===== src/rtl/bbc_pkg.sv =====
// Shared types, codes and constants for the bracket balance checker.
`default_nettype none

package bbc_pkg;

    // Default number of stack entries.
    localparam int STACK_DEPTH_DEF = 64;

    // Entries in the queue between the classifier and the stack engine.
    localparam int QUEUE_DEPTH = 4;

    // Field widths on the streams.
    localparam int SYMBOL_W    = 8;
    localparam int STATUS_W    = 3;
    localparam int DEPTH_OUT_W = 7;
    localparam int M_DATA_W    = 16;

    // Character codes of the brackets.
    localparam logic [SYMBOL_W-1:0] CHAR_OPEN_ROUND   = 8'h28;
    localparam logic [SYMBOL_W-1:0] CHAR_OPEN_SQUARE  = 8'h5B;
    localparam logic [SYMBOL_W-1:0] CHAR_OPEN_CURLY   = 8'h7B;
    localparam logic [SYMBOL_W-1:0] CHAR_CLOSE_ROUND  = 8'h29;
    localparam logic [SYMBOL_W-1:0] CHAR_CLOSE_SQUARE = 8'h5D;
    localparam logic [SYMBOL_W-1:0] CHAR_CLOSE_CURLY  = 8'h7D;

    // Bracket kind as kept on the stack.
    typedef enum logic [1:0] {
        KIND_ROUND  = 2'd0,
        KIND_SQUARE = 2'd1,
        KIND_CURLY  = 2'd2
    } kind_t;

    // What the stack engine has to do with one byte.
    typedef enum logic [1:0] {
        OP_NONE  = 2'd0,
        OP_OPEN  = 2'd1,
        OP_CLOSE = 2'd2
    } op_t;

    // Result status codes.
    typedef enum logic [STATUS_W-1:0] {
        ST_OK         = 3'd0,
        ST_BALANCED   = 3'd1,
        ST_NO_OPEN    = 3'd2,
        ST_WRONG_KIND = 3'd3,
        ST_UNCLOSED   = 3'd4,
        ST_OVERFLOW   = 3'd5
    } status_t;

    // Classified byte handed from the front end to the stack engine.
    typedef struct packed {
        op_t   op;
        kind_t kind;
        logic  last;
    } cmd_t;

endpackage

`default_nettype wire


===== src/rtl/bbc_back.sv =====
// Stack engine: runs push and pop on the kind stack and registers one result per byte.
`default_nettype none

module bbc_back
#(
    parameter int STACK_DEPTH = bbc_pkg::STACK_DEPTH_DEF
)
(
    input  wire                                clk,
    input  wire                                rst_n,
    input  wire                                cmd_valid,
    output logic                               cmd_ready,
    input  bbc_pkg::cmd_t                      cmd,
    output logic                               m_tvalid,
    input  wire                                m_tready,
    output logic [bbc_pkg::M_DATA_W-1:0]       m_tdata    // [2:0] status, [9:3] open_depth
);

    localparam int CNT_W     = $clog2(STACK_DEPTH + 1);
    localparam int ADDR_W    = (STACK_DEPTH > 1) ? $clog2(STACK_DEPTH) : 1;
    localparam int MEM_DEPTH = 1 << ADDR_W;
    localparam int PAD_W     = bbc_pkg::M_DATA_W - bbc_pkg::STATUS_W - bbc_pkg::DEPTH_OUT_W;

    // Stack storage; the top entry is also kept here, besides its cached copy.
    bbc_pkg::kind_t stack_mem [MEM_DEPTH];

    logic [CNT_W-1:0]                  count_reg;
    logic [CNT_W-1:0]                  count_next;
    logic [CNT_W-1:0]                  count_after;
    bbc_pkg::status_t                  err_reg;
    bbc_pkg::status_t                  err_next;
    bbc_pkg::status_t                  err_after;
    bbc_pkg::kind_t                    top_reg;
    bbc_pkg::kind_t                    top_next;
    bbc_pkg::kind_t                    below_reg;
    logic [CNT_W:0]                    rd_sum;
    logic [ADDR_W-1:0]                 rd_addr;
    logic                              do_push;
    logic                              do_pop;
    logic                              go;
    bbc_pkg::status_t                  status_next;
    logic                              out_valid_reg;
    bbc_pkg::status_t                  out_status_reg;
    logic [bbc_pkg::DEPTH_OUT_W-1:0]   out_depth_reg;

    // The result register frees up when it is empty or being taken.
    assign cmd_ready = !out_valid_reg || m_tready;
    assign go        = cmd_valid && cmd_ready;

    // Stack operation and error detection for the byte at the queue head.
    always_comb
    begin
        count_next = count_reg;
        err_next   = err_reg;
        do_push    = 1'b0;
        do_pop     = 1'b0;
        if (err_reg == bbc_pkg::ST_OK)
        begin
            case (cmd.op)
                bbc_pkg::OP_OPEN:
                begin
                    if (count_reg == CNT_W'(STACK_DEPTH))
                    begin
                        err_next = bbc_pkg::ST_OVERFLOW;
                    end
                    else
                    begin
                        do_push    = 1'b1;
                        count_next = count_reg + CNT_W'(1);
                    end
                end
                bbc_pkg::OP_CLOSE:
                begin
                    if (count_reg == '0)
                    begin
                        err_next = bbc_pkg::ST_NO_OPEN;
                    end
                    else if (top_reg != cmd.kind)
                    begin
                        err_next = bbc_pkg::ST_WRONG_KIND;
                    end
                    else
                    begin
                        do_pop     = 1'b1;
                        count_next = count_reg - CNT_W'(1);
                    end
                end
                default:
                begin
                    count_next = count_reg;
                end
            endcase
        end
    end

    // Status of this byte, including the verdict on the final byte.
    always_comb
    begin
        if (cmd.last && err_next == bbc_pkg::ST_OK)
        begin
            status_next = (count_next == '0) ? bbc_pkg::ST_BALANCED : bbc_pkg::ST_UNCLOSED;
        end
        else
        begin
            status_next = err_next;
        end
    end

    // New top of stack: the pushed kind, or the entry below after a pop.
    always_comb
    begin
        if (do_push)
        begin
            top_next = cmd.kind;
        end
        else if (do_pop)
        begin
            top_next = below_reg;
        end
        else
        begin
            top_next = top_reg;
        end
    end

    // State after this cycle, with the clear on the final byte.
    assign count_after = go ? (cmd.last ? '0 : count_next) : count_reg;
    assign err_after   = go ? (cmd.last ? bbc_pkg::ST_OK : err_next) : err_reg;

    // Prefetch the entry below the new top so a pop can follow every cycle.
    assign rd_sum  = {1'b0, count_after} - (CNT_W + 1)'(2);
    assign rd_addr = rd_sum[ADDR_W-1:0];

    always_ff @(posedge clk)
    begin
        if (go && do_push)
        begin
            stack_mem[count_reg[ADDR_W-1:0]] <= cmd.kind;
        end
        below_reg <= stack_mem[rd_addr];
    end

    // Stack control state and cached top.
    always_ff @(posedge clk or negedge rst_n)
    begin
        if (!rst_n)
        begin
            count_reg <= '0;
            err_reg   <= bbc_pkg::ST_OK;
        end
        else
        begin
            count_reg <= count_after;
            err_reg   <= err_after;
        end
    end

    always_ff @(posedge clk)
    begin
        if (go)
        begin
            top_reg <= top_next;
        end
    end

    // Result register toward the output stream.
    always_ff @(posedge clk or negedge rst_n)
    begin
        if (!rst_n)
        begin
            out_valid_reg <= 1'b0;
        end
        else if (cmd_ready)
        begin
            out_valid_reg <= cmd_valid;
        end
    end

    always_ff @(posedge clk)
    begin
        if (go)
        begin
            out_status_reg <= status_next;
            out_depth_reg  <= bbc_pkg::DEPTH_OUT_W'(count_next);
        end
    end

    assign m_tvalid = out_valid_reg;
    assign m_tdata  = {{PAD_W{1'b0}}, out_depth_reg, out_status_reg};

    // The stack never holds more entries than it has.
    assert property (@(posedge clk) disable iff (!rst_n)
        count_reg <= CNT_W'(STACK_DEPTH))
        else $error("Stack count beyond depth.");

    // Once an error is latched, later bytes of the string leave the state alone.
    assert property (@(posedge clk) disable iff (!rst_n)
        (go && err_reg != bbc_pkg::ST_OK && !cmd.last) |=>
        (count_reg == $past(count_reg) && err_reg == $past(err_reg)))
        else $error("Sticky error did not freeze the stack.");

    // The final byte of a string leaves a clean state behind.
    assert property (@(posedge clk) disable iff (!rst_n)
        (go && cmd.last) |=> (count_reg == '0 && err_reg == bbc_pkg::ST_OK))
        else $error("State not cleared after final byte.");

endmodule

`default_nettype wire


===== config.mk =====
export PLATFORM = sky130hd
export DESIGN_NAME = bbc_back
export DESIGN_NICKNAME = d
export VERILOG_FILES = /design/src/rtl/bbc_pkg.sv /design/src/rtl/bbc_back.sv
export SDC_FILE = /design/constraint.sdc
export NUM_CORES = 1
export LEC_CHECK = 0
export BUFFER_PORTS_ARGS = -buffer_cell sky130_fd_sc_hd__buf_2
export CORE_AREA = 2 2 119 121
export DETAILED_ROUTE_END_ITERATION = 7
export DIE_AREA = 0 0 121 123
export GPL_ROUTABILITY_DRIVEN = 0
export PLACE_DENSITY = 0.81
export REMOVE_ABC_BUFFERS = 1
export SLEW_MARGIN = 20
export SYNTH_ARGS = -nofsm -noshare
export SYNTH_HDL_FRONTEND = slang
export SYNTH_SLANG_ARGS = --single-unit

===== constraint.sdc =====
create_clock -name clk -period 6.63 [get_ports clk]
set_input_delay 0 -clock clk [delete_from_list [all_inputs] [get_ports clk]]
set_output_delay 0 -clock clk [all_outputs]
set_load 0.01 [all_outputs]

==> impl_metrics.csv, run 1 <==
group,metric,value,unit
sta,relSlewSlack,30.7,%
yosys,yosysSeqAreaShare,61.2,%
clock_tree,clock-root-buffer,"clkbuf_16",
layout,syn_to_final_growth,11.1,%
critical_path,start_kind,"flop",
routing,vias,5732,
run,maxCapViolations,0,
critical_path,worstSetupPathType,"reg -> reg",
global_routing,grt_pass1_wl,30400,µm
critical_path,end_kind,"flop",
floorplanning,dieArea,0.0149,mm²
layout,antenna_cells,0,
sta,hold_viol,0,
global_routing,grt_usage,27.4,%
routing,drt_first_pass_iters,6,
clock_tree,clockBufferDepth,2,
routing,post_drt_wl_per_cell,23.0,µm
yosys,synth_edf_count,140,
critical_path,path_max_fanout,14,
clock_tree,cts_buffers,17,
floorplanning,num_rows,43,
critical_path,cp-endpoint,"below_reg[1]",
routing,drtIter0Drc,1198,
power,leakage,2.84,nW
global_routing,antenna_found_initial,0,
clock_tree,ctsHoldBuffers,5,
yosys,synthFlopType,"edfxtp_1",
yosys,async_flop_share,7.19,%
power,p_per_area,308,mW/mm²
clock_tree,post_cts_buffers,0,
sta,drv_slew,0,
sta,period_share,73.3,%
layout,largest_register_ffs,128,
place,numPortBuffers,20,
yosys,syn_area,0.00738,mm²
routing,drc,0,
sta,setup_viol,0,
global_routing,grt_overflow,0,
floorplanning,start_util,54.2,%
sta,tightest_slew,1030,ps
routing,via_per_inst,6.70,
global_routing,grt_max_degree,67,
clock_tree,htree_levels,4,
floorplanning,io_pins,27,
routing,detail-route-antenna-nets,0,
yosys,netlist_instances,654,
floorplanning,core_area,0.0136,mm²
yosys,ys_seq_elements,153,
layout,fin_util,60.2,%
power,ir_drop,0.218,mV
critical_path,startpoint,"count_reg[0]",
routing,routed_wl,19700,µm
layout,fin_cells,856,
yosys,ys_types,71,
clock_tree,clk_pin_slew_worst_paths,70,ps
critical_path,r2r-start,"count_reg[0]",
place,post-dp-hpwl,12200,µm
sta,rsz0062_at_grt,"no",
sta,fin_worst_skew,10.8,ps
yosys,synth_warnings,0,
clock_tree,insertion_delay,430,ps
critical_path,timing.rr.end,"below_reg[1]",
layout,finalNetCount,678,
yosys,syn_avg_cell_area,11.3,µm²
critical_path,r2r_setup_slack,1770,ps
place,dp.cells,820,
clock_tree,cts_resized,0,
floorplanning,die_h,123,µm
sta,tns,0,ps
clock_tree,numClockSinks,153,
layout,final_layout_size_suffix_gt1_share,11.2,%
run_status,status,"completed",
sta,max_clock_freq,0.206,GHz
critical_path,crit_arrival,5190,ps
floorplanning,die_x,121,µm
critical_path,critPathRequiredTime,6950,ps
global_routing,grt_pass1_vias,5475,
critical_path,reg2reg_depth,15,
sta,period_needed,4860,ps
worst_hold_path,min_path_type,"in -> reg",
clock_tree,cts_tree,"built",
[cell type report]
type	instances	area, µm²
Clock inverter	13	145
Inverter	17	63.8
Clock buffer	18	429
Tap cell	180	225
Fill cell	1065	5410
Timing Repair Buffer	32	203
Multi-Input combinational cell	443	2610
Sequential cell	153	4520
[synth_stat cells, drive strengths merged (2+ instances only)]
cell type / count / share of area [%]
edfxtp: 140 / 57
nor2: 82 / 4.4
nand2: 80 / 4.1
a21oi: 38 / 2.6
and3: 27 / 2.3
buf: 27 / 2.1
o21ai: 25 / 1.7
a211oi: 24 / 2.5
nand4: 24 / 2.0
clkbuf: 19 / 0.98
inv: 17 / 0.86
nand3: 16 / 1.1
o31ai: 13 / 1.3
dfrtp: 11 / 3.7
nor3: 8 / 0.61
o32ai: 7 / 0.83
a22o: 6 / 0.71
and2: 6 / 0.51
ha: 5 / 0.85
or3: 5 / 0.42
or4: 5 / 0.51
xnor2: 5 / 0.59
a311oi: 4 / 0.47
nand2b: 4 / 0.34
nor2b: 4 / 0.34
nor4: 4 / 0.34
a21o: 3 / 0.31
a311o: 3 / 0.41
a31oi: 3 / 0.34
and4: 3 / 0.36
o211a: 3 / 0.41
o32a: 3 / 0.41
a21boi: 2 / 0.20
dfxtp: 2 / 0.54
mux2: 2 / 0.31
o21a: 2 / 0.20
o311a: 2 / 0.42
o311ai: 2 / 0.34
[worst min-delay path by stage]
stage | from | depth (start not counted) | to | slack (ps)
floorplan | rst_n | 0 | count_reg[0] | -300
detailed placement | rst_n | 1 | m_tvalid | -100
global placement | rst_n | 1 | m_tvalid | -100
global route | cmd[2] | 2 | stack_mem[21][1] | 270
CTS | cmd[1] | 2 | stack_mem[12][0] | 230
finish | cmd[1] | 2 | stack_mem[37][0] | 240
[routing by layer]
metal,share of wire [%],wire (µm),GRT usage (%),up-vias
li1,-,-,-,2498
met1,37,7340,36.1,2722
met2,48,9380,43.6,451
met3,11,2210,6.73,61
met4,3.7,732,11.6,0
met5,0,0,0,-
[kinds of logic after synthesis]
| group | Yosys count | synth area share (%) |
|---|---|---|
| adder cells (fa/ha/maj) | 5 | 0.847 |
| multiplexers | 3 | 0.610 |
| XOR/XNOR | 6 | 0.712 |
| other | 1 | 0.0508 |
| AND/OR/NAND/NOR | 272 | 17.9 |
| flip-flops | 153 | 61.2 |
| buffers and inverters | 63 | 3.95 |
| AO/OA/AOI/OAI | 151 | 14.7 |
[cell usage in the layout, fill, tap and decap left out, types with 7 or more instances in the layout]
master,n
dfrtp_1,11
nor2_1,81
and3_1,27
o21ai_0,23
clkbuf_16,17
o31ai_1,13
nand2_1,79
a21oi_1,38
nand4_1,24
a211oi_1,23
edfxtp_1,140
buf_4,7
inv_1,15
nand3_1,15
nor3_1,7
buf_2,20
[per-stage QoR]
step	total power (W)	hold WS [ps]	area, µm²	setup WS, ps
finish	0.00252	238	8200	1770
global route	0.00259	272	8200	1590
CTS	0.00251	231	8200	1900
detailed placement	0.00156	-96.7	7570	1970
global placement	0.00155	-100	7570	2160
floorplan	0.00141	-296	7170	913
[worst max-delay path, stage by stage (launching register included)]
cell      delay [ps]
dfrtp_1          550
inv_1            220
ha_1             250
nor3b_4          380
and2_0           350
o21ai_1          380
nand3_2          230
inv_2             50
ha_1             210
and2_1           150
a32o_1           240
a211oi_2         370
nand2b_1         460
o32ai_1          200
or4_1            500
and4_1           200
[power by group]
part	internal (W)	leakage (nW)	switching (W)
Sequential	0.00108	1.43	0.0000229
Clock	0.000556	0.269	0.000400
Combinational	0.000156	1.14	0.000308
Power figures use the tool's default switching activity.
==> run 2, diff against run 1 <==
Clock period 6.63 ns to 4.6 ns, I/O delays scaled along.
==> run 2 against run 1 <==
  * Flip-flop and latch count unchanged
  * Critical endpoint unchanged
  * Sequential share of layout area down 1.2 points
  * First-iteration DRC count decreased by 16%
  * Hold slack worse by 190 ps
  * Clock skew shrank 4.2 ps
  * Global-route usage grew 0.37 points
  * Clock power up 65%
  * Final cell count up 1.4%
  * Maximum frequency increased by 12%
==> impl_metrics.csv, run 2 (synthesis gave the netlist of run 1 again) <==
group,metric,value,unit
routing,detail-route-antenna-nets,0,
global_routing,grt_overflow,0,
run_status,status,"completed",
critical_path,path_max_fanout,10,
clock_tree,clock-root-buffer,"clkbuf_16",
sta,max_clock_freq,0.230,GHz
critical_path,slowest_stage,"or4_1",
sta,period_share,94.6,%
critical_path,cp_top_family,"simple AND/OR/NAND/NOR gates",
global_routing,antenna_found_initial,0,
global_routing,grt_pass1_vias,5631,
floorplanning,dieArea,0.0149,mm²
place,post-dp-hpwl,12800,µm
layout,multiInputGateArea,0.00261,mm²
routing,top_layer,"met4",
layout,regArea,0.00452,mm²
worst_hold_path,min_path_cells,3,
critical_path,reg2reg_depth,14,
sta,drv_slew,0,
critical_path,max_stage_delay,500,ps
critical_path,path_buf_inv,1,
sta,setup_viol,0,
layout,final_common_cell,"edfxtp_1",
routing,drtIter0Drc,1005,
routing,drc,0,
global_routing,grt_max_degree,66,
critical_path,cp.depth,14,
sta,period_needed,4350,ps
routing,met3WireLength,2230,µm
layout,final_layout_size_suffix_gt1_share,12.9,%
routing,post_drt_wl_per_cell,22.7,µm
critical_path,worstSetupPathType,"reg -> reg",
routing,drt_first_pass_iters,8,
power,ir_drop,0.319,mV
critical_path,r2r_setup_slack,250,ps
sta,tightest_slew,1040,ps
clock_tree,cts_tree,"built",
floorplanning,start_util,54.2,%
clock_tree,clk_pin_slew_worst_paths,60,ps
sta,hold_viol,0,
floorplanning,die_h,123,µm
critical_path,critPathRequiredTime,4930,ps
clock_tree,post_cts_buffers,0,
worst_hold_path,min_path_type,"in -> reg",
global_routing,grt_pass1_wl,30800,µm
routing,routed_wl,19700,µm
routing,vias,5859,
clock_tree,htree_levels,4,
routing,via_per_inst,6.75,
layout,fin_cells,868,
place,dp.cells,831,
critical_path,crit_arrival,4680,ps
layout,fin_util,61.5,%
critical_path,start_kind,"flop",
place,numPortBuffers,20,
layout,finalNetCount,689,
sta,worst_hold_slack,43.7,ps
layout,largest_register_ffs,128,
global_routing,grt_usage,27.8,%
sta,rsz0062_at_grt,"no",
routing,wl_met1,7160,µm
layout,final_cell_mix,"edfxtp_1 (140), nor2_1 (81), nand2_1 (79)",
layout,fillCellCount,1021,
sta,fin_worst_skew,6.61,ps
floorplanning,die_x,121,µm
run,maxCapViolations,0,
critical_path,crit_chain,"inv_1 > ha_1 > nor3b_4 > a31oi_2 > nor2b_1 > o311a_1 > a21oi_1 > ha_1 > a21oi_1 > a211oi_2 > nand2b_1 > o32ai_1 > or4_1 > and4_1",
layout,syn_to_final_growth,13.4,%
clock_tree,clockBufferDepth,2,
floorplanning,core_area,0.0136,mm²
floorplanning,io_pins,27,
sta,relSlewSlack,30.7,%
clock_tree,numClockSinks,153,
critical_path,end_kind,"flop",
power,p_per_area,459,mW/mm²
floorplanning,num_rows,43,
clock_tree,cts_buffers,17,
clock_tree,insertion_delay,430,ps
power,leakage,2.95,nW
routing,wl_met2,9310,µm
layout,antenna_cells,0,
power,p_total,0.00385,W
clock_tree,cts_resized,0,
[run 2: cell count changes in the layout (fill, tap and decap cells not counted), moves of 3 or more]
cell	delta
clkinv_4	+5
bufinv_16	+4
buf_4	+11
clkinvlp_4	-3
inv_6	-3
[run 2: metal layers]
layer / global-route usage, % / vias up
li1: - / 2505
met1: 34.7 / 2769
met2: 44.3 / 483
met3: 6.78 / 102
met4: 16.1 / 0
met5: 0 / -
[run 2: area by class of cell]
cell class	instances	area share, %
clock buffers	17	5.08
repair buffers	43	3.41
well taps	180	2.69
flip-flops and latches	153	54.0
clock inverters	15	2.99
multi-input cells	443	31.1
inverters	17	0.762
[run 2: worst paths after layout]
kind,startpoint,to
worst max register to register,count_reg[1],below_reg[1]
min in group asynchronous,rst_n,count_reg[1]
worst min-delay path,m_tready,m_tvalid
worst max-delay path,count_reg[1],below_reg[1]
max in group asynchronous,rst_n,count_reg[3]
worst min register to register,below_reg[1],top_reg[1]
[run 2: stage by stage]
step | setup WS [ps] | setup TNS [ps] | cell area, µm²
2_1_floorplan | -1120 | -2180 | 7170
3_3_place_gp | 682 | 0 | 7650
3_5_place_dp | 371 | 0 | 7650
4_1_cts | 363 | 0 | 8370
5_1_grt | 42.7 | 0 | 8370
6_report | 247 | 0 | 8370
[run 2: timing repair]
item | CTS | global route
endpoints found under the hold margin | 15 | 0
hold buffers | 5 | 0
endpoints found under the setup margin | 0 | 0
[run 2: worst register-to-register path: stages (launching register included)]
cell and delay (ps):
dfrtp_1 380, inv_1 140, ha_1 240, nor3b_4 380, a31oi_2 280, nor2b_1 250, o311a_1 330, a21oi_1 260
ha_1 280, a21oi_1 90, a211oi_2 380, nand2b_1 340, o32ai_1 180, or4_1 500, and4_1 200
[run 2: report_power, final]
group          internal [W]  switching (W)
Sequential          0.00156      0.0000314
Combinational      0.000238       0.000445
Clock               0.00102       0.000558
